[src/design/tvip_pkg.sv]
// Shared constants, widths and types of the TV inpainting pixel update core.
// Depends on nothing; every other file of the core imports it.
`timescale 1ns / 1ps

package tvip_pkg;

    // Pixel and register formats
    localparam int PIXEL_FRAC_BITS = 8;
    localparam int PIX_W           = 16;
    localparam int CFG_W           = 16;
    localparam int LAM_FRAC        = 12;
    localparam int WEIGHT_FRAC     = 20;
    localparam int ROOT_EXTRA      = 13;

    // Gradient stage widths
    localparam int DIFF_W = PIX_W + 1;          // doubled centre difference
    localparam int ASQ_W  = 2 * DIFF_W;
    localparam int BSQ_W  = 2 * PIX_W;
    localparam int S_W    = ASQ_W + 2;          // sum of three squares

    // Root and reciprocal
    localparam int ROOT_W      = (S_W + 2 * ROOT_EXTRA) / 2;
    localparam int SQ_REM_W    = ROOT_W + 1;
    localparam int RECIP_SHIFT = PIXEL_FRAC_BITS + 1 + ROOT_EXTRA + WEIGHT_FRAC;
    // smallest root is 2^(ROOT_EXTRA+1), so the weight needs this many bits
    localparam int W_W         = RECIP_SHIFT - ROOT_EXTRA;
    localparam logic [ROOT_W-1:0] RECIP_INIT = ROOT_W'(1) << (RECIP_SHIFT - W_W);

    // Weighted mix and final quotient
    localparam int LAM_W   = CFG_W + WEIGHT_FRAC - LAM_FRAC;
    localparam int PROD_W  = W_W + PIX_W;
    localparam int LPROD_W = LAM_W + PIX_W;
    localparam int DEN_W   = W_W + 2;
    localparam int NUM_W   = PROD_W + 2;
    localparam int DIV_W   = NUM_W + 1;
    localparam int QUO_W   = PIX_W + 1;

    // Pipeline depths
    localparam int GRAD_STAGES  = 3;
    localparam int SQRT_STAGES  = ROOT_W;
    localparam int RECIP_STAGES = W_W;
    localparam int MIX_STAGES   = 3;
    localparam int QDIV_STAGES  = QUO_W + 1;
    localparam int LANES        = 4;

    // Configuration registers
    localparam int CFG_IDX_W = 1;
    localparam logic [CFG_IDX_W-1:0] CFG_FIDELITY_WEIGHT = 1'b0;
    localparam logic [CFG_IDX_W-1:0] CFG_GRADIENT_FLOOR  = 1'b1;
    localparam logic [CFG_W-1:0]     FIDELITY_RESET      = 16'd819;
    localparam logic [CFG_W-1:0]     FLOOR_RESET         = 16'd128;

    typedef logic [PIX_W-1:0] t_pix;

    // Pixels that ride alongside the gradient and weight pipelines
    typedef struct packed {
        t_pix pix_north;
        t_pix pix_east;
        t_pix pix_west;
        t_pix pix_south;
        t_pix pix_centre;
        logic damaged;
    } t_side;

    typedef struct packed {
        t_pix pix_centre;
        logic damaged;
    } t_keep;

endpackage

[src/design/tvip_isqrt.sv]
// Pipelined integer square root, one root bit per stage.
// Depends on tvip_pkg; the radicand is scaled by 2^(2*ROOT_EXTRA) internally.
`timescale 1ns / 1ps

module tvip_isqrt (
    input  logic                        i_clk,
    input  logic                        i_en,
    input  logic [tvip_pkg::S_W-1:0]    i_rad,
    output logic [tvip_pkg::ROOT_W-1:0] o_root
);
    import tvip_pkg::*;

    logic [S_W-1:0]      r_x    [SQRT_STAGES];
    logic [SQ_REM_W-1:0] r_rem  [SQRT_STAGES];
    logic [ROOT_W-1:0]   r_root [SQRT_STAGES];
    logic [S_W-1:0]      n_x    [SQRT_STAGES];
    logic [SQ_REM_W-1:0] n_rem  [SQRT_STAGES];
    logic [ROOT_W-1:0]   n_root [SQRT_STAGES];
    logic [S_W-1:0]      x_src    [SQRT_STAGES];
    logic [SQ_REM_W-1:0] rem_src  [SQRT_STAGES];
    logic [ROOT_W-1:0]   root_src [SQRT_STAGES];
    logic [SQ_REM_W+1:0] sh       [SQRT_STAGES];
    logic [SQ_REM_W+1:0] trial    [SQRT_STAGES];

    always_comb begin
        x_src[0]    = i_rad;
        rem_src[0]  = '0;
        root_src[0] = '0;
        for (int k = 1; k < SQRT_STAGES; k++) begin
            x_src[k]    = r_x[k-1];
            rem_src[k]  = r_rem[k-1];
            root_src[k] = r_root[k-1];
        end
        for (int k = 0; k < SQRT_STAGES; k++) begin
            // radicand bits run out after S_W/2 steps; zeros shift in behind them
            sh[k]    = {rem_src[k], x_src[k][S_W-1 -: 2]};
            trial[k] = {1'b0, root_src[k], 2'b01};
            n_x[k]   = {x_src[k][S_W-3:0], 2'b00};
            if (sh[k] >= trial[k]) begin
                n_rem[k]  = SQ_REM_W'(sh[k] - trial[k]);
                n_root[k] = {root_src[k][ROOT_W-2:0], 1'b1};
            end else begin
                n_rem[k]  = SQ_REM_W'(sh[k]);
                n_root[k] = {root_src[k][ROOT_W-2:0], 1'b0};
            end
        end
    end

    always_ff @(posedge i_clk) begin
        if (i_en) begin
            for (int k = 0; k < SQRT_STAGES; k++) begin
                r_x[k]    <= n_x[k];
                r_rem[k]  <= n_rem[k];
                r_root[k] <= n_root[k];
            end
        end
    end

    assign o_root = r_root[SQRT_STAGES-1];

endmodule

[config.mk]
export PLATFORM = sky130hd
export DESIGN_NAME = tvip_isqrt
export DESIGN_NICKNAME = d
export VERILOG_FILES = /design/src/design/tvip_pkg.sv /design/src/design/tvip_isqrt.sv
export SDC_FILE = /design/constraint.sdc
export NUM_CORES = 2
export LEC_CHECK = 0
export ABC_AREA = 1
export BUFFER_PORTS_ARGS = -buffer_cell sky130_fd_sc_hd__buf_2
export CORE_AREA = 2 2 623 625
export CTS_CLUSTER_DIAMETER = 120
export DETAILED_ROUTE_END_ITERATION = 6
export DIE_AREA = 0 0 625 627
export GPL_ROUTABILITY_DRIVEN = 0
export PLACE_DENSITY = 0.41
export RECOVER_POWER = 25
export SLEW_MARGIN = 20
export SYNTH_ARGS = -nofsm -noshare
export SYNTH_HDL_FRONTEND = slang
export SYNTH_SLANG_ARGS = --single-unit
[constraint.sdc]
create_clock -name i_clk -period 2.45 [get_ports i_clk]
set_clock_uncertainty 0.1 [all_clocks]
set_input_delay 0.49 -clock i_clk [delete_from_list [all_inputs] [get_ports i_clk]]
set_output_delay 0.49 -clock i_clk [all_outputs]
set_load 0.02 [all_outputs]
==> qor.txt <==
total power -> 108,500 µW
Async SR Flop Fraction -> 0%
Yosys warnings -> 0
Synth area leader -> edfxtp_1
Worst EP required -> 2.99 ns
Leakage -> 0.06551 µW
sequential standard cell area -> 0.05117 mm²
Antenna Nets Post-Route -> 0
Synth Cell Area -> 0.1076 mm²
# IOs -> 69
Starting Density -> 27.95%
post-synth top area share -> 47.57%
via count -> 91,380
CP Class -> reg2reg
vias in the first global route -> 87,970
die width -> 625 µm
Worst-path clk slew -> 0.06 ns
Synth Area in Adders -> 6.074%
dpl cells -> 20,110
fillers -> 40,250
worst slew pin tran -> 1.132 ns
CP startpoint kind -> register
Layout area overhead -> 30.27%
Clk network pwr share -> 30.3%
slew margin rel. -> 24.53%
critical path data arrival time -> 3.08 ns
first-pass GRT wire length -> 524,200 µm
Max VDD drop -> 0.5861 mV
commonest non-fill, non-tap cells in the layout -> nand2_1, inv_1, edfxtp_1, buf_4, nor2_1
I/O Buffers -> 68
HP Class -> in2reg
PD cells -> 774.1 mW/mm²
Iter 0 DRT Violations -> 5,581
grt ovf -> 0
Layout Nets -> 16,140
Core ar. -> 0.3848 mm²
CTS tree -> yes
layout cells sized above 1 -> 19.97%
die area -> 0.3919 mm²
GRT Util Overall -> 17.24%
Die H -> 627 µm
ys flop type -> edfxtp_1
Rows -> 228
compound-gate portion of the synthesized area -> 4.915%
Layout Cells excl Fill -> 20,830
commonest non-fill, non-tap cell in the layout -> nand2_1
mean area per synthesized cell -> 7.818 µm²
Sw Pwr -> 37,480 µW
mux cell area share after synthesis -> 0%
CP Max Fanout -> 7
largest net degree at the start of global routing -> 65
Int Power -> 70,990 µW
Gate Count Post-Synth -> 13,760
DRC -> 0
CTS buffer count -> 214
switching part of the total -> 34.56%
fin. max-slew vios -> 0
Combinational Power Share -> 32.3%
initial antenna violation count -> 4
fin crit period -> 2.537 ns
failing checks -> setup timing
CTS H-tree lvls -> 4
run status -> finished, violations left
Area contributors post-synth -> edfxtp_1, nand2_1, inv_1
clock latency at the later pin of the worst-skew pair -> 0.90 ns
Final WS setup -> -0.08697 ns
synthesis-stage register bit count -> 1,704
sequential fraction of design power -> 37.3%
Synth Area in Simple Gates -> 28.47%
RSZ-0062 raised after global routing -> true
count of final hold-check violations -> 0
Post-Synth XOR/XNOR Area -> 2.972%
Max Cap Viol -> 0
routed vias/inst -> 4.387
f_max -> 394.2 MHz
post-DR wirelength/cell -> 16.90 µm
post-synthesis cell type count -> 55
drt first pass iters -> 5
Post-synth EDFFs -> 1,704
DP Wirelength -> 278,600 µm
final setup fails -> 30
Routed WL -> 352,000 µm
Clock Tree Root -> clkbuf_16
Clock Path Buffers -> 4
sequential area share after synthesis -> 47.57%
CTS Sinks -> 1,704
largest family of logic cells by synthesized area -> simple AND/OR/NAND/NOR gates
multi-input logic area -> 0.05059 mm²
CP endpoint kind -> register
net count after synthesis -> 14,310
final period utilization -> 103.5%
-- routing by layer --
| metal | global-route usage [%] | share of wire, % | vias up |
|---|---|---|---|
| met5 | 0 | 0 | - |
| met4 | 3.831 | 2.4 | 0 |
| met3 | 1.504 | 3.0 | 404 |
| met2 | 30.51 | 49 | 1282 |
| met1 | 22.72 | 46 | 42190 |
| li1 | - | - | 47510 |
-- final cells by class --
class                           instances  area share, %
Timing Repair Buffer                 1727          10.51
Tap cell                             5060          4.518
Clock inverter                        145          1.216
Antenna cell                            1       0.001786
Multi-Input combinational cell       9301          36.11
Timing Repair inverter                  3        0.01429
Clock buffer                          251          3.951
Inverter                             2637          7.162
Sequential cell                      1704          36.52
-- critical path: stages (launching register included) --
cell       delay [ns]
edfxtp_1         0.44
ha_4             0.30
buf_6            0.12
nand2_2          0.05
nand2_2          0.07
inv_2            0.05
nand2_2          0.04
nand3b_1         0.24
nand3_2          0.15
nand3_4          0.22
buf_12           0.21
clkbuf_16        0.17
nand2_4          0.06
nand2_2          0.04
-- through the flow --
step	cell area (µm²)	setup WS [ns]	setup TNS [ns]	utilization, %	hold WS [ns]
final	140100	-0.08697	-1.092	36.41	0.1935
after CTS	133700	-0.08313	-1.153	34.75	0.08173
after floorplan	107600	0.01499	0	-	0.3003
after global routing	140100	-0.1809	-20.51	36.41	0.1351
after global placement	124400	-0.3273	-21.46	32.32	0.3003
after detailed placement	124400	-0.3103	-29.57	32.32	0.3045
-- what timing repair did --
item                                    4_1_cts  5_1_grt
hold buffers                                 38        0
gates resized for setup                     247     1120
pin swaps                                    53      224
cloned                                       15       42
endpoints found under the setup margin      409      789
hold endpoints to repair                     92        0
setup buffers                                69      166
-- final timing paths --
path	cells past startpoint	to	from	slack, ns
max	13	r_rem[1][41]$_DFFE_PP_	r_rem[1][7]$_DFFE_PP_	-0.09
max reg2reg	13	r_rem[1][41]$_DFFE_PP_	r_rem[1][7]$_DFFE_PP_	-0.09
min	2	r_x[0][26]$_DFFE_PP_	i_rad[26]	0.19
min reg2reg	0	r_x[0][63]$_DFFE_PP_	r_x[0][27]$_DFFE_PP_	0.31
-- registers in the layout (all words and copies together), names as in the netlist --
name,cells
r_rem,902
r_x,306
r_root,496
-- cells by family after synthesis --
logic type      count (synthesis)
fa+ha+maj                     515
simple gates                 7457
other cells                     1
xor+xnor                      365
compound gates                962
buf+inv                      2754
flops                        1704
-- Yosys cell counts, types with 15 or more instances --
| cell | number |
|---|---|
| buf_6 | 35 |
| xnor2_1 | 145 |
| nor2_2 | 17 |
| nand2_1 | 4881 |
| nor3_1 | 201 |
| inv_2 | 20 |
| and2_1 | 27 |
| o21ai_2 | 51 |
| o21ai_0 | 230 |
| ha_1 | 503 |
| a21oi_2 | 37 |
| buf_2 | 63 |
| o21ai_1 | 51 |
| nand3b_1 | 77 |
| o21bai_1 | 25 |
| edfxtp_1 | 1704 |
| or2_2 | 37 |
| nand3_1 | 804 |
| nor2_1 | 1133 |
| xor2_1 | 220 |
| nand4_1 | 196 |
| a21oi_1 | 536 |
| inv_1 | 2616 |
| nand2_2 | 15 |
-- power groups by stage --
stage          sequential [µW]  clock, µW  combinational (µW)
3_5_place_dp             41000          0               31600
6_report                 40500      32900               35100
4_1_cts                  40500      34100               32400
5_1_grt                  40800      35100               39300
3_3_place_gp             41100          0               31600
2_1_floorplan            38900          0               18800
(Power assumes the default switching activity.)
