<file path="src/design/tvip_pkg.sv">
// Shared constants, widths and types of the TV inpainting pixel update core.
// Depends on nothing; every other file of the core imports it.
`timescale 1ns / 1ps

package tvip_pkg;

    // Pixel and register formats
    localparam int PIXEL_FRAC_BITS = 8;
    localparam int PIX_W           = 16;
    localparam int CFG_W           = 16;
    localparam int LAM_FRAC        = 12;
    localparam int WEIGHT_FRAC     = 20;
    localparam int ROOT_EXTRA      = 13;

    // Gradient stage widths
    localparam int DIFF_W = PIX_W + 1;          // doubled centre difference
    localparam int ASQ_W  = 2 * DIFF_W;
    localparam int BSQ_W  = 2 * PIX_W;
    localparam int S_W    = ASQ_W + 2;          // sum of three squares

    // Root and reciprocal
    localparam int ROOT_W      = (S_W + 2 * ROOT_EXTRA) / 2;
    localparam int SQ_REM_W    = ROOT_W + 1;
    localparam int RECIP_SHIFT = PIXEL_FRAC_BITS + 1 + ROOT_EXTRA + WEIGHT_FRAC;
    // smallest root is 2^(ROOT_EXTRA+1), so the weight needs this many bits
    localparam int W_W         = RECIP_SHIFT - ROOT_EXTRA;
    localparam logic [ROOT_W-1:0] RECIP_INIT = ROOT_W'(1) << (RECIP_SHIFT - W_W);

    // Weighted mix and final quotient
    localparam int LAM_W   = CFG_W + WEIGHT_FRAC - LAM_FRAC;
    localparam int PROD_W  = W_W + PIX_W;
    localparam int LPROD_W = LAM_W + PIX_W;
    localparam int DEN_W   = W_W + 2;
    localparam int NUM_W   = PROD_W + 2;
    localparam int DIV_W   = NUM_W + 1;
    localparam int QUO_W   = PIX_W + 1;

    // Pipeline depths
    localparam int GRAD_STAGES  = 3;
    localparam int SQRT_STAGES  = ROOT_W;
    localparam int RECIP_STAGES = W_W;
    localparam int MIX_STAGES   = 3;
    localparam int QDIV_STAGES  = QUO_W + 1;
    localparam int LANES        = 4;

    // Configuration registers
    localparam int CFG_IDX_W = 1;
    localparam logic [CFG_IDX_W-1:0] CFG_FIDELITY_WEIGHT = 1'b0;
    localparam logic [CFG_IDX_W-1:0] CFG_GRADIENT_FLOOR  = 1'b1;
    localparam logic [CFG_W-1:0]     FIDELITY_RESET      = 16'd819;
    localparam logic [CFG_W-1:0]     FLOOR_RESET         = 16'd128;

    typedef logic [PIX_W-1:0] t_pix;

    // Pixels that ride alongside the gradient and weight pipelines
    typedef struct packed {
        t_pix pix_north;
        t_pix pix_east;
        t_pix pix_west;
        t_pix pix_south;
        t_pix pix_centre;
        logic damaged;
    } t_side;

    typedef struct packed {
        t_pix pix_centre;
        logic damaged;
    } t_keep;

endpackage

</file>
<file path="src/design/tvip_recip.sv">
// Pipelined reciprocal 2^RECIP_SHIFT / root, one quotient bit per stage.
// Depends on tvip_pkg; the dividend has only one set bit, so zeros shift in.
`timescale 1ns / 1ps

module tvip_recip (
    input  logic                        i_clk,
    input  logic                        i_en,
    input  logic [tvip_pkg::ROOT_W-1:0] i_root,
    output logic [tvip_pkg::W_W-1:0]    o_weight
);
    import tvip_pkg::*;

    logic [ROOT_W-1:0] r_d   [RECIP_STAGES];
    logic [ROOT_W-1:0] r_rem [RECIP_STAGES];
    logic [W_W-1:0]    r_q   [RECIP_STAGES];
    logic [ROOT_W-1:0] n_rem [RECIP_STAGES];
    logic [W_W-1:0]    n_q   [RECIP_STAGES];
    logic [ROOT_W-1:0] d_src   [RECIP_STAGES];
    logic [ROOT_W-1:0] rem_src [RECIP_STAGES];
    logic [W_W-1:0]    q_src   [RECIP_STAGES];
    logic [ROOT_W:0]   sh      [RECIP_STAGES];

    always_comb begin
        d_src[0]   = i_root;
        rem_src[0] = RECIP_INIT;
        q_src[0]   = '0;
        for (int k = 1; k < RECIP_STAGES; k++) begin
            d_src[k]   = r_d[k-1];
            rem_src[k] = r_rem[k-1];
            q_src[k]   = r_q[k-1];
        end
        for (int k = 0; k < RECIP_STAGES; k++) begin
            sh[k] = {rem_src[k], 1'b0};
            if (sh[k] >= {1'b0, d_src[k]}) begin
                n_rem[k] = ROOT_W'(sh[k] - {1'b0, d_src[k]});
                n_q[k]   = {q_src[k][W_W-2:0], 1'b1};
            end else begin
                n_rem[k] = sh[k][ROOT_W-1:0];
                n_q[k]   = {q_src[k][W_W-2:0], 1'b0};
            end
        end
    end

    always_ff @(posedge i_clk) begin
        if (i_en) begin
            for (int k = 0; k < RECIP_STAGES; k++) begin
                r_d[k]   <= d_src[k];
                r_rem[k] <= n_rem[k];
                r_q[k]   <= n_q[k];
            end
        end
    end

    assign o_weight = r_q[RECIP_STAGES-1];

endmodule

</file>
<file path="config.mk">
export PLATFORM = sky130hd
export DESIGN_NAME = tvip_recip
export DESIGN_NICKNAME = d
export VERILOG_FILES = /design/src/design/tvip_pkg.sv /design/src/design/tvip_recip.sv
export SDC_FILE = /design/constraint.sdc
export NUM_CORES = 2
export LEC_CHECK = 0
export ABC_CLOCK_PERIOD_IN_PS = 10280
export BUFFER_PORTS_ARGS = -buffer_cell sky130_fd_sc_hd__buf_2
export CAP_MARGIN = 30
export CORE_UTILIZATION = 40
export CTS_CLUSTER_SIZE = 12
export DETAILED_ROUTE_END_ITERATION = 8
export PLACE_DENSITY = 0.63
export SKIP_CTS_REPAIR_TIMING = 1
export SLEW_MARGIN = 20
export SYNTH_ARGS = -nofsm -noshare
export SYNTH_HDL_FRONTEND = slang
export SYNTH_SLANG_ARGS = --single-unit
</file>
<file path="constraint.sdc">
create_clock -name i_clk -period 10.28 [get_ports i_clk]
set_input_delay 2.57 -clock i_clk [delete_from_list [all_inputs] [get_ports i_clk]]
set_output_delay 2.57 -clock i_clk [all_outputs]
set_load 0.05 [all_outputs]
</file>
==> run_results.csv <==
group,metric,value,unit
cells_and_area,fillers,26400,
detailed_routing,drc,0,
synthesis,async_flop_share,0,
power,internal-power,26.2,mW
clocking,clkSinkCount,2171,
timing,hold_violations,0,
die,die_w,545,um
timing,slew_headroom,0.233,
synthesis,synthFlopType,"edfxtp_1",
detailed_routing,routed_wl,253000,um
global_routing,track_usage,0.167,
flow_run,cap_viol_max_count,0,
synthesis,syn_inst,10200,
clocking,cts_made_buffers,263,
clocking,cts_max_level,5,
worst_setup_path,endpoint_kind,"register",
timing,skew,51.2,ps
worst_setup_path,setup.worst_path.start,"r_d[0][403]$_DFFE_PP_",
cells_and_area,nets,11300,
synthesis,syn-cell-area,0.118,mm2
worst_setup_path,cp_cell_sequence,"inv_1 -> fa_1 -> a21oi_1 -> o22ai_1 -> o41a_1 -> a221o_1 -> a31oi_1 -> o41ai_1 -> a32o_1 -> o21ai_1 -> nand2_1 -> buf_4 -> mux2_1",
synthesis,seq_area_frac_synth,0.553,
detailed_routing,wl_per_cell,17.5,um
timing,max_freq,204,MHz
worst_setup_path,critPathTopFamily,"compound AO/OA/AOI/OAI gates",
global_routing,gr-total-overflow,0,
status,status,"completed",
detailed_routing,vias,77200,
die,row_count,198,
worst_setup_path,slowest_stage,"nand2_1",
power,peakVddDrop,0.139,mV
worst_setup_path,startpoint_type,"register",
timing,fin_tns_setup,0,ps
clocking,cts-root-buf,"clkbuf_16",
power,clockPowerShare,0.215,
worst_setup_path,cp.buffers_inverters,2,
placed_design,gp_congestion,0.922,
detailed_routing,antenna_left,0,
timing,tightestPinTransition,1150,ps
global_routing,grt_pass1_wl,403000,um
cells_and_area,drive_gt1_frac,0.0741,
clocking,cts_max_path_buffers,4,
synthesis,ys_ff_latch,2171,
clocking,cts_tree,"built",
die,io_pins,62,
global_routing,grt_max_degree,193,
synthesis,syn_nets,11100,
clocking,path_clk_slew,60,ps
die,die_h,545,um
timing,post-route-min-period,4910,ps
worst_setup_path,path_class,"reg2reg",
worst_setup_path,max_stage_delay,530,ps
hold_path,hold_class,"reg2reg",
power,seqPwrFrac,0.348,
detailed_routing,drtIter0Drc,5728,
power,p_comb_frac,0.437,
timing,finalCritPeriodShare,0.478,
power,cellPowerDensity,315,mW/mm2
placed_design,io_buffers,61,
die,fp.dieArea,0.297,mm2
die,start_util,0.404,
synthesis,synth_warnings,0,
clocking,clock_latency,880,ps
worst_setup_path,timing.rr.start,"r_d[0][403]$_DFFE_PP_",
synthesis,synth_edf_count,2171,
cells_and_area,instances_no_fill,14500,
global_routing,grt_pass1_vias,75700,
placed_design,hpwl,183000,um
global_routing,antenna_found_initial,4,
synthesis,yosysUniqueCellTypes,95,
hold_path,holdCritStartpoint,"r_q[1][71]$_DFFE_PP_",
worst_setup_path,cp.arrival,5500,ps
timing,grt_setup_unrepaired,"no",
power,p_leak,53.0,nW
timing,setup_violations,0,
worst_setup_path,worstPathRequired,10860,ps
detailed_routing,first_pass_iters,8,
timing,slew_viol_final,0,
power,power_switching,15.3,mW
power,p_sw_frac,0.368,
synthesis,syn_avg_cell_area,11.6,um2
detailed_routing,vias_per_cell,5.34,
worst_setup_path,crit_path_max_fanout,18,
cells_and_area,syn2layout_area_growth,11.4,%
die,core,0.292,mm2
placed_design,dp_cells,14000,
[cell families (layout without fill, tap and decap cells)]
| kind of cell | after synthesis | in the layout | synth area share |
|---|---|---|---|
| compound gates | 2693 | 2693 | 0.142 |
| xor+xnor | 734 | 734 | 0.0545 |
| fa+ha+maj | 895 | 895 | 0.0967 |
| buf+inv | 1230 | 1607 | 0.0394 |
| flops | 2171 | 2171 | 0.553 |
| mux | 299 | 299 | 0.0286 |
| other cells | 0 | 1 | 0 |
| simple gates | 2162 | 2162 | 0.0858 |
[path summary, 6_finish.rpt]
path	end	cells after the start	slack, ps
worst max-delay path	r_rem[0][460]$_DFFE_PP_	13	5370
worst min-delay path	r_q[1][101]$_DFFE_PP_	0	390
worst max register to register	r_rem[0][460]$_DFFE_PP_	13	5370
worst min register to register	r_q[1][101]$_DFFE_PP_	0	390
[sequential cells by signal, summed over array words and instances, names as in the netlist]
register  count
r_rem       868
r_q         435
r_d         868
[power groups by stage]
stage	Sequential (mW)	Clock [mW]	Combinational (mW)
floorplan	13.9	0	14.0
global placement	14.6	0	17.3
detailed placement	14.6	0	17.8
CTS	14.5	9.21	18.0
global route	14.6	9.54	20.2
finish	14.4	8.88	18.1
[layout make-up]
| cell class | instances | area [um2] | share of cell area |
|---|---|---|---|
| clock inverters | 137 | 1250 | 0.00955 |
| repair buffers | 112 | 960 | 0.00731 |
| multi-input cells | 6783 | 48300 | 0.368 |
| diodes | 1 | 2.50 | 0.0000190 |
| flip-flops and latches | 2171 | 65200 | 0.496 |
| inverters | 1029 | 3860 | 0.0294 |
| clock buffers | 329 | 6910 | 0.0526 |
| well taps | 3900 | 4880 | 0.0371 |
[cells in the final DEF (no fill, tap or decap), types with 125 or more instances in the layout]
| cell type | n |
|---|---|
| a21o_1 | 430 |
| xor2_1 | 299 |
| o21ai_0 | 602 |
| edfxtp_1 | 2171 |
| nor2_1 | 675 |
| ha_1 | 868 |
| mux2_2 | 226 |
| a21oi_1 | 887 |
| inv_1 | 1029 |
| nand2_1 | 633 |
| nand4_1 | 125 |
| xnor2_1 | 435 |
| clkbuf_16 | 267 |
| nand2b_1 | 127 |
[metrics by stage]
| step | hold slack, ps | cell area (um2) | setup WS [ps] | utilization | power [mW] |
|---|---|---|---|---|---|
| final | 390 | 131000 | 5370 | 0.450 | 41.4 |
| after global routing | 389 | 131000 | 5150 | 0.450 | 44.3 |
| after CTS | 391 | 131000 | 5360 | 0.449 | 41.7 |
| after detailed placement | 405 | 123000 | 4840 | 0.421 | 32.4 |
| after global placement | 400 | 123000 | 4800 | 0.421 | 31.9 |
| after floorplan | 400 | 118000 | 5870 | - | 28.0 |
[cells in the mapped netlist (40+ instances only)]
cell type / number / area (um2)
nand2_1: 633 / 2380
nand4_1: 125 / 782
xnor2_1: 435 / 3810
inv_1: 1029 / 3860
nand3_1: 124 / 621
and2_1: 40 / 250
a211oi_1: 56 / 420
nor2_1: 675 / 2530
mux2_1: 69 / 777
mux2_2: 226 / 2540
nor3_1: 109 / 546
a21oi_1: 888 / 4440
clkbuf_1: 167 / 627
ha_1: 868 / 10900
o21ai_0: 602 / 3010
a21o_1: 430 / 3230
nand2b_1: 127 / 795
and3_1: 70 / 438
o31ai_1: 60 / 450
xor2_1: 299 / 2620
o21a_1: 107 / 803
o21ai_1: 54 / 270
o21bai_1: 101 / 758
nor2b_1: 105 / 657
edfxtp_1: 2171 / 65200
a31oi_1: 74 / 463
[metal layers]
metal / vias up / global-route usage / routed length, um
li1: 37800 / - / -
met4: 0 / 0.0424 / 5840
met2: 1838 / 0.282 / 121000
met5: - / 0 / 0
met3: 438 / 0.0252 / 12400
met1: 37100 / 0.223 / 114000
(Power assumes the default switching activity.)
