`config.mk`:
```
export PLATFORM = sky130hd
export DESIGN_NAME = tvip_qdiv
export DESIGN_NICKNAME = d
export VERILOG_FILES = /design/src/design/tvip_pkg.sv /design/src/design/tvip_qdiv.sv
export SDC_FILE = /design/constraint.sdc
export NUM_CORES = 2
export LEC_CHECK = 0
export BUFFER_PORTS_ARGS = -buffer_cell sky130_fd_sc_hd__buf_2
export CAP_MARGIN = 25
export CORE_MARGIN = 4
export CORE_UTILIZATION = 65
export CTS_CLUSTER_SIZE = 8
export DETAILED_ROUTE_END_ITERATION = 6
export GPL_ROUTABILITY_DRIVEN = 0
export PLACE_DENSITY = 0.82
export SETUP_SLACK_MARGIN = 0.4
export SYNTH_ARGS = -nofsm -noshare
export SYNTH_HDL_FRONTEND = slang
export SYNTH_SLANG_ARGS = --single-unit
```
`constraint.sdc`:
```
create_clock -name i_clk -period 5.95 [get_ports i_clk]
set_input_delay 1.19 -clock i_clk [delete_from_list [all_inputs] [get_ports i_clk]]
set_output_delay 1.19 -clock i_clk [all_outputs]
set_load 0.01 [all_outputs]
```
`src/design/tvip_pkg.sv`:
```
// Shared constants, widths and types of the TV inpainting pixel update core.
// Depends on nothing; every other file of the core imports it.
`timescale 1ns / 1ps

package tvip_pkg;

    // Pixel and register formats
    localparam int PIXEL_FRAC_BITS = 8;
    localparam int PIX_W           = 16;
    localparam int CFG_W           = 16;
    localparam int LAM_FRAC        = 12;
    localparam int WEIGHT_FRAC     = 20;
    localparam int ROOT_EXTRA      = 13;

    // Gradient stage widths
    localparam int DIFF_W = PIX_W + 1;          // doubled centre difference
    localparam int ASQ_W  = 2 * DIFF_W;
    localparam int BSQ_W  = 2 * PIX_W;
    localparam int S_W    = ASQ_W + 2;          // sum of three squares

    // Root and reciprocal
    localparam int ROOT_W      = (S_W + 2 * ROOT_EXTRA) / 2;
    localparam int SQ_REM_W    = ROOT_W + 1;
    localparam int RECIP_SHIFT = PIXEL_FRAC_BITS + 1 + ROOT_EXTRA + WEIGHT_FRAC;
    // smallest root is 2^(ROOT_EXTRA+1), so the weight needs this many bits
    localparam int W_W         = RECIP_SHIFT - ROOT_EXTRA;
    localparam logic [ROOT_W-1:0] RECIP_INIT = ROOT_W'(1) << (RECIP_SHIFT - W_W);

    // Weighted mix and final quotient
    localparam int LAM_W   = CFG_W + WEIGHT_FRAC - LAM_FRAC;
    localparam int PROD_W  = W_W + PIX_W;
    localparam int LPROD_W = LAM_W + PIX_W;
    localparam int DEN_W   = W_W + 2;
    localparam int NUM_W   = PROD_W + 2;
    localparam int DIV_W   = NUM_W + 1;
    localparam int QUO_W   = PIX_W + 1;

    // Pipeline depths
    localparam int GRAD_STAGES  = 3;
    localparam int SQRT_STAGES  = ROOT_W;
    localparam int RECIP_STAGES = W_W;
    localparam int MIX_STAGES   = 3;
    localparam int QDIV_STAGES  = QUO_W + 1;
    localparam int LANES        = 4;

    // Configuration registers
    localparam int CFG_IDX_W = 1;
    localparam logic [CFG_IDX_W-1:0] CFG_FIDELITY_WEIGHT = 1'b0;
    localparam logic [CFG_IDX_W-1:0] CFG_GRADIENT_FLOOR  = 1'b1;
    localparam logic [CFG_W-1:0]     FIDELITY_RESET      = 16'd819;
    localparam logic [CFG_W-1:0]     FLOOR_RESET         = 16'd128;

    typedef logic [PIX_W-1:0] t_pix;

    // Pixels that ride alongside the gradient and weight pipelines
    typedef struct packed {
        t_pix pix_north;
        t_pix pix_east;
        t_pix pix_west;
        t_pix pix_south;
        t_pix pix_centre;
        logic damaged;
    } t_side;

    typedef struct packed {
        t_pix pix_centre;
        logic damaged;
    } t_keep;

endpackage

```
`src/design/tvip_qdiv.sv`:
```
// Pipelined rounded quotient (num + den/2) / den, one bit per stage after a setup stage.
// Depends on tvip_pkg; the quotient is known to fit QUO_W bits.
`timescale 1ns / 1ps

module tvip_qdiv (
    input  logic                       i_clk,
    input  logic                       i_en,
    input  logic [tvip_pkg::NUM_W-1:0] i_num,
    input  logic [tvip_pkg::DEN_W-1:0] i_den,
    output logic [tvip_pkg::QUO_W-1:0] o_quo
);
    import tvip_pkg::*;

    logic [DIV_W-1:0] n_sum;
    logic [DEN_W-1:0] r_rem0;
    logic [QUO_W-1:0] r_low0;
    logic [DEN_W-1:0] r_den0;
    logic [DEN_W-1:0] r_d   [QUO_W];
    logic [DEN_W-1:0] r_rem [QUO_W];
    logic [QUO_W-1:0] r_low [QUO_W];
    logic [QUO_W-1:0] r_q   [QUO_W];
    logic [DEN_W-1:0] n_rem [QUO_W];
    logic [QUO_W-1:0] n_q   [QUO_W];
    logic [QUO_W-1:0] n_low [QUO_W];
    logic [DEN_W-1:0] d_src   [QUO_W];
    logic [DEN_W-1:0] rem_src [QUO_W];
    logic [QUO_W-1:0] low_src [QUO_W];
    logic [QUO_W-1:0] q_src   [QUO_W];
    logic [DEN_W:0]   sh      [QUO_W];

    // round half up by adding half the divisor
    assign n_sum = DIV_W'(i_num) + DIV_W'(i_den >> 1);

    always_ff @(posedge i_clk) begin
        if (i_en) begin
            r_rem0 <= n_sum[DIV_W-1 -: DEN_W];
            r_low0 <= n_sum[QUO_W-1:0];
            r_den0 <= i_den;
        end
    end

    always_comb begin
        d_src[0]   = r_den0;
        rem_src[0] = r_rem0;
        low_src[0] = r_low0;
        q_src[0]   = '0;
        for (int k = 1; k < QUO_W; k++) begin
            d_src[k]   = r_d[k-1];
            rem_src[k] = r_rem[k-1];
            low_src[k] = r_low[k-1];
            q_src[k]   = r_q[k-1];
        end
        for (int k = 0; k < QUO_W; k++) begin
            sh[k]    = {rem_src[k], low_src[k][QUO_W-1]};
            n_low[k] = {low_src[k][QUO_W-2:0], 1'b0};
            if (sh[k] >= {1'b0, d_src[k]}) begin
                n_rem[k] = DEN_W'(sh[k] - {1'b0, d_src[k]});
                n_q[k]   = {q_src[k][QUO_W-2:0], 1'b1};
            end else begin
                n_rem[k] = sh[k][DEN_W-1:0];
                n_q[k]   = {q_src[k][QUO_W-2:0], 1'b0};
            end
        end
    end

    always_ff @(posedge i_clk) begin
        if (i_en) begin
            for (int k = 0; k < QUO_W; k++) begin
                r_d[k]   <= d_src[k];
                r_rem[k] <= n_rem[k];
                r_low[k] <= n_low[k];
                r_q[k]   <= n_q[k];
            end
        end
    end

    assign o_quo = r_q[QUO_W-1];

endmodule

```
==> results.ini <==
[sta]
max_slew.worst_pin.slew_ns = 1.10
fin_ws_ns = 1.49
min_period_ns = 4.46
tns_ns = 0
slew_violations = 0
setup_viol = 0
fmax_ghz = 0.224
fin_crit_sh = 0.749
finClkSkew_ns = 0.0506
rsz0062_at_grt = no
fin_hold_ws_ns = 0.406
timing_hold_violations_final = 0
worst_slew_margin_rel = 0.247

[synthesis]
avgSynthCellArea_sq_um = 11.7
syn_nets = 7078
synth_seq_cells = 1360
ys_warn_count = 0
yosysUniqueCellTypes = 84
syn_inst = 6424
ys_seq_area_frac = 0.542
synth-edff-count = 1360
synth_area_leader_cell = edfxtp_1
async_reset_ff_frac = 0
synth_area_sq_um = 75300
synth_area_leaders = edfxtp_1, ha_1, mux2_2
synth_top_area_frac = 0.542
ys.flop_type = edfxtp_1

[global_route]
grt_max_degree = 159
antenna_found_initial = 0
grt_pass1_vias = 51200
grtUsageTotal = 0.237
grt_pass1_wl_um = 238000
grt_overflow_total = 0

[floorplan]
initial_core_util = 0.657
die_area_sq_um = 121000
core_area_sq_um = 115000
row_count = 124
die_width_um = 348
dieHeight_um = 348
io_pins = 97

[final_layout]
finalNetCount = 7277
syn_to_final_growth_pct = 9.98
drive_above_1_share = 0.104
diodes = 0
nFillCells = 7206
final_area_sq_um = 82800

[clock_network]
postCtsHoldBufs = 0
clk_pin_slew_ns = 0.05
cts.sinks = 1360
clk_latency_ns = 0.81
cts_tree = built
numCtsBuffers = 188
ctsRootBufferMaster = clkbuf_16
clockBufferDepth = 3
post_cts_buffers = 0
cts-resized-gates = 0
h-tree-depth = 4

[power]
p_sw_mw = 15.6
leakage_nw = 34.2
p_per_area_nw_per_um2 = 536
switching_share = 0.352
p_seq_frac = 0.343
combPwrFrac = 0.446
p_int_mw = 28.7
total_power_mw = 44.3
power.share.clock = 0.211
peakVddDrop_mv = 0.327

[min_path]
hold_class = reg -> reg

[critical_path]
crit_family = compound AO/OA/AOI/OAI gates
critical_path_class = reg -> reg
cp.buffers_inverters = 1
cp_slowest_cell = a21boi_4
cp_data_required_time_ns = 6.46
path_common_cell = a21oi_1
arrival_ns = 4.97
cp-end-kind = flip-flop
cp_cell_sequence = ha_1, fa_1, nor2b_1, o31ai_1, a21oi_1, o21ai_0, o2111ai_1, a21oi_1, a21boi_4, buf_4, mux2_2
worst_setup_path_start_kind = flip-flop
critPathMaxStageDelay_ns = 0.80
critPathMaxFanout = 32

[route]
drtIter0Drc = 3502
vias = 49500
firstDrtPassIters = 6
wl_per_cell_um = 17.7
antenna_left = 0
wirelength_um = 144000
viasPerCell = 6.07
drc_errors = 0

[placed_design]
port_buffers = 96
pre_cts_slack_ns = 1.06
placed_cell_area_sq_um = 77700
dpl.hpwl_um = 104000

[outcome]
outcome = complete, no violations

[job]
maxCapViolations = 0

[path summary, 6_finish.rpt]
check | start | cells after the start | slack (ns) | end
worst max-delay path | r_d[0][0]$_DFFE_PP_ | 11 | 1.49 | r_rem[0][33]$_DFFE_PP_
worst min-delay path | r_q[0][188]$_DFFE_PP_ | 0 | 0.41 | r_q[0][206]$_DFFE_PP_
worst max register to register | r_d[0][0]$_DFFE_PP_ | 11 | 1.49 | r_rem[0][33]$_DFFE_PP_
worst min register to register | r_q[0][188]$_DFFE_PP_ | 0 | 0.41 | r_q[0][206]$_DFFE_PP_
[per-stage QoR]
stage	utilization	instances
final	0.722	8151
after global routing	0.722	8151
after CTS	0.722	8149
after detailed placement	0.677	7943
after global placement	0.677	7941
after floorplan	-	6424
[synth_stat cells, drive strengths merged (23+ instances only)]
cell       n
a211oi    42
a21o     282
a21oi    512
a31oi     56
and2      27
and3      56
buf       31
clkbuf    97
edfxtp  1360
ha       557
inv      662
mux2     293
mux2i     23
nand2    323
nand2b    74
nand3    106
nand4     84
nor2     358
nor2b     88
nor3      66
o211ai    32
o21a      72
o21ai    342
o21bai    61
o31ai     36
or3       30
xnor2    306
xor2     155
[worst reg2reg max path, stage by stage (launching register included)]
cell       delay, ns
edfxtp_1        0.41
ha_1            0.27
fa_1            0.42
nor2b_1         0.18
o31ai_1         0.12
a21oi_1         0.28
o21ai_0         0.32
o2111ai_1       0.46
a21oi_1         0.24
a21boi_4        0.80
buf_4           0.34
mux2_2          0.35
[final cells by class]
class	instances	area, sq um	share of cell area
Clock inverter	16	414	0.00500
Tap cell	1512	1890	0.0228
Sequential cell	1360	40800	0.493
Clock buffer	190	4710	0.0569
Timing Repair Buffer	137	918	0.0111
Inverter	663	2490	0.0300
Multi-Input combinational cell	4273	31600	0.381
[registers in the layout, summed over array words and instances, names as in the netlist]
signal,count
r_rem,496
r_low0,17
r_low,136
r_rem0,31
r_den0,31
r_d,496
r_q,153
[logic make-up (layout without fill, tap and decap cells)]
group / after synthesis / after routing / synth area share
and+or+nand+nor: 1306 / 1306 / 0.0849
DFF: 1360 / 1360 / 0.542
adders and majority gates: 574 / 574 / 0.0971
xor gates and xnor gates: 461 / 461 / 0.0536
buffers and inverters: 791 / 1006 / 0.0398
muxes: 316 / 316 / 0.0469
AOI/OAI and AO/OA: 1616 / 1616 / 0.135
[power by group through the flow]
stage	registers [mW]	logic, mW	clock network [mW]
2_1_floorplan	14.9	15.4	0
3_3_place_gp	15.2	18.5	0
3_5_place_dp	15.3	19.2	0
4_1_cts	15.2	19.5	9.55
5_1_grt	15.4	21.8	9.98
6_report	15.2	19.8	9.37
[metal layers]
metal / track usage / vias up / part of all wire
met5: 0 / - / 0
met2: 0.470 / 1613 / 0.55
met3: 0.0325 / 548 / 0.041
met4: 0.140 / 0 / 0.061
met1: 0.233 / 23300 / 0.35
li1: - / 24000 / -
[layout by cell type (no fill, tap or decap), types with 16 or more instances in the layout]
cell type | Yosys | layout
a211o_1 | 18 | 18
a211oi_1 | 41 | 41
a21boi_0 | 21 | 20
a21o_1 | 282 | 282
a21oi_1 | 511 | 510
a31oi_1 | 54 | 53
and2_1 | 26 | 26
and3_1 | 56 | 56
buf_2 | 20 | 96
buf_4 | 0 | 30
clkbuf_16 | 0 | 188
edfxtp_1 | 1360 | 1360
fa_1 | 17 | 17
ha_1 | 557 | 557
inv_1 | 662 | 662
mux2_2 | 293 | 293
mux2i_1 | 23 | 23
nand2_1 | 323 | 322
nand2b_1 | 74 | 74
nand3_1 | 106 | 106
nand4_1 | 84 | 84
nor2_1 | 358 | 358
nor2b_1 | 88 | 88
nor3_1 | 66 | 66
o211ai_1 | 32 | 32
o21a_1 | 72 | 72
o21ai_0 | 333 | 333
o21bai_1 | 60 | 60
o31a_1 | 20 | 19
o31ai_1 | 36 | 36
or2_2 | 16 | 16
or3_1 | 30 | 30
xnor2_1 | 306 | 306
xor2_1 | 155 | 155
Note: power is estimated with default switching activity, not from simulation.
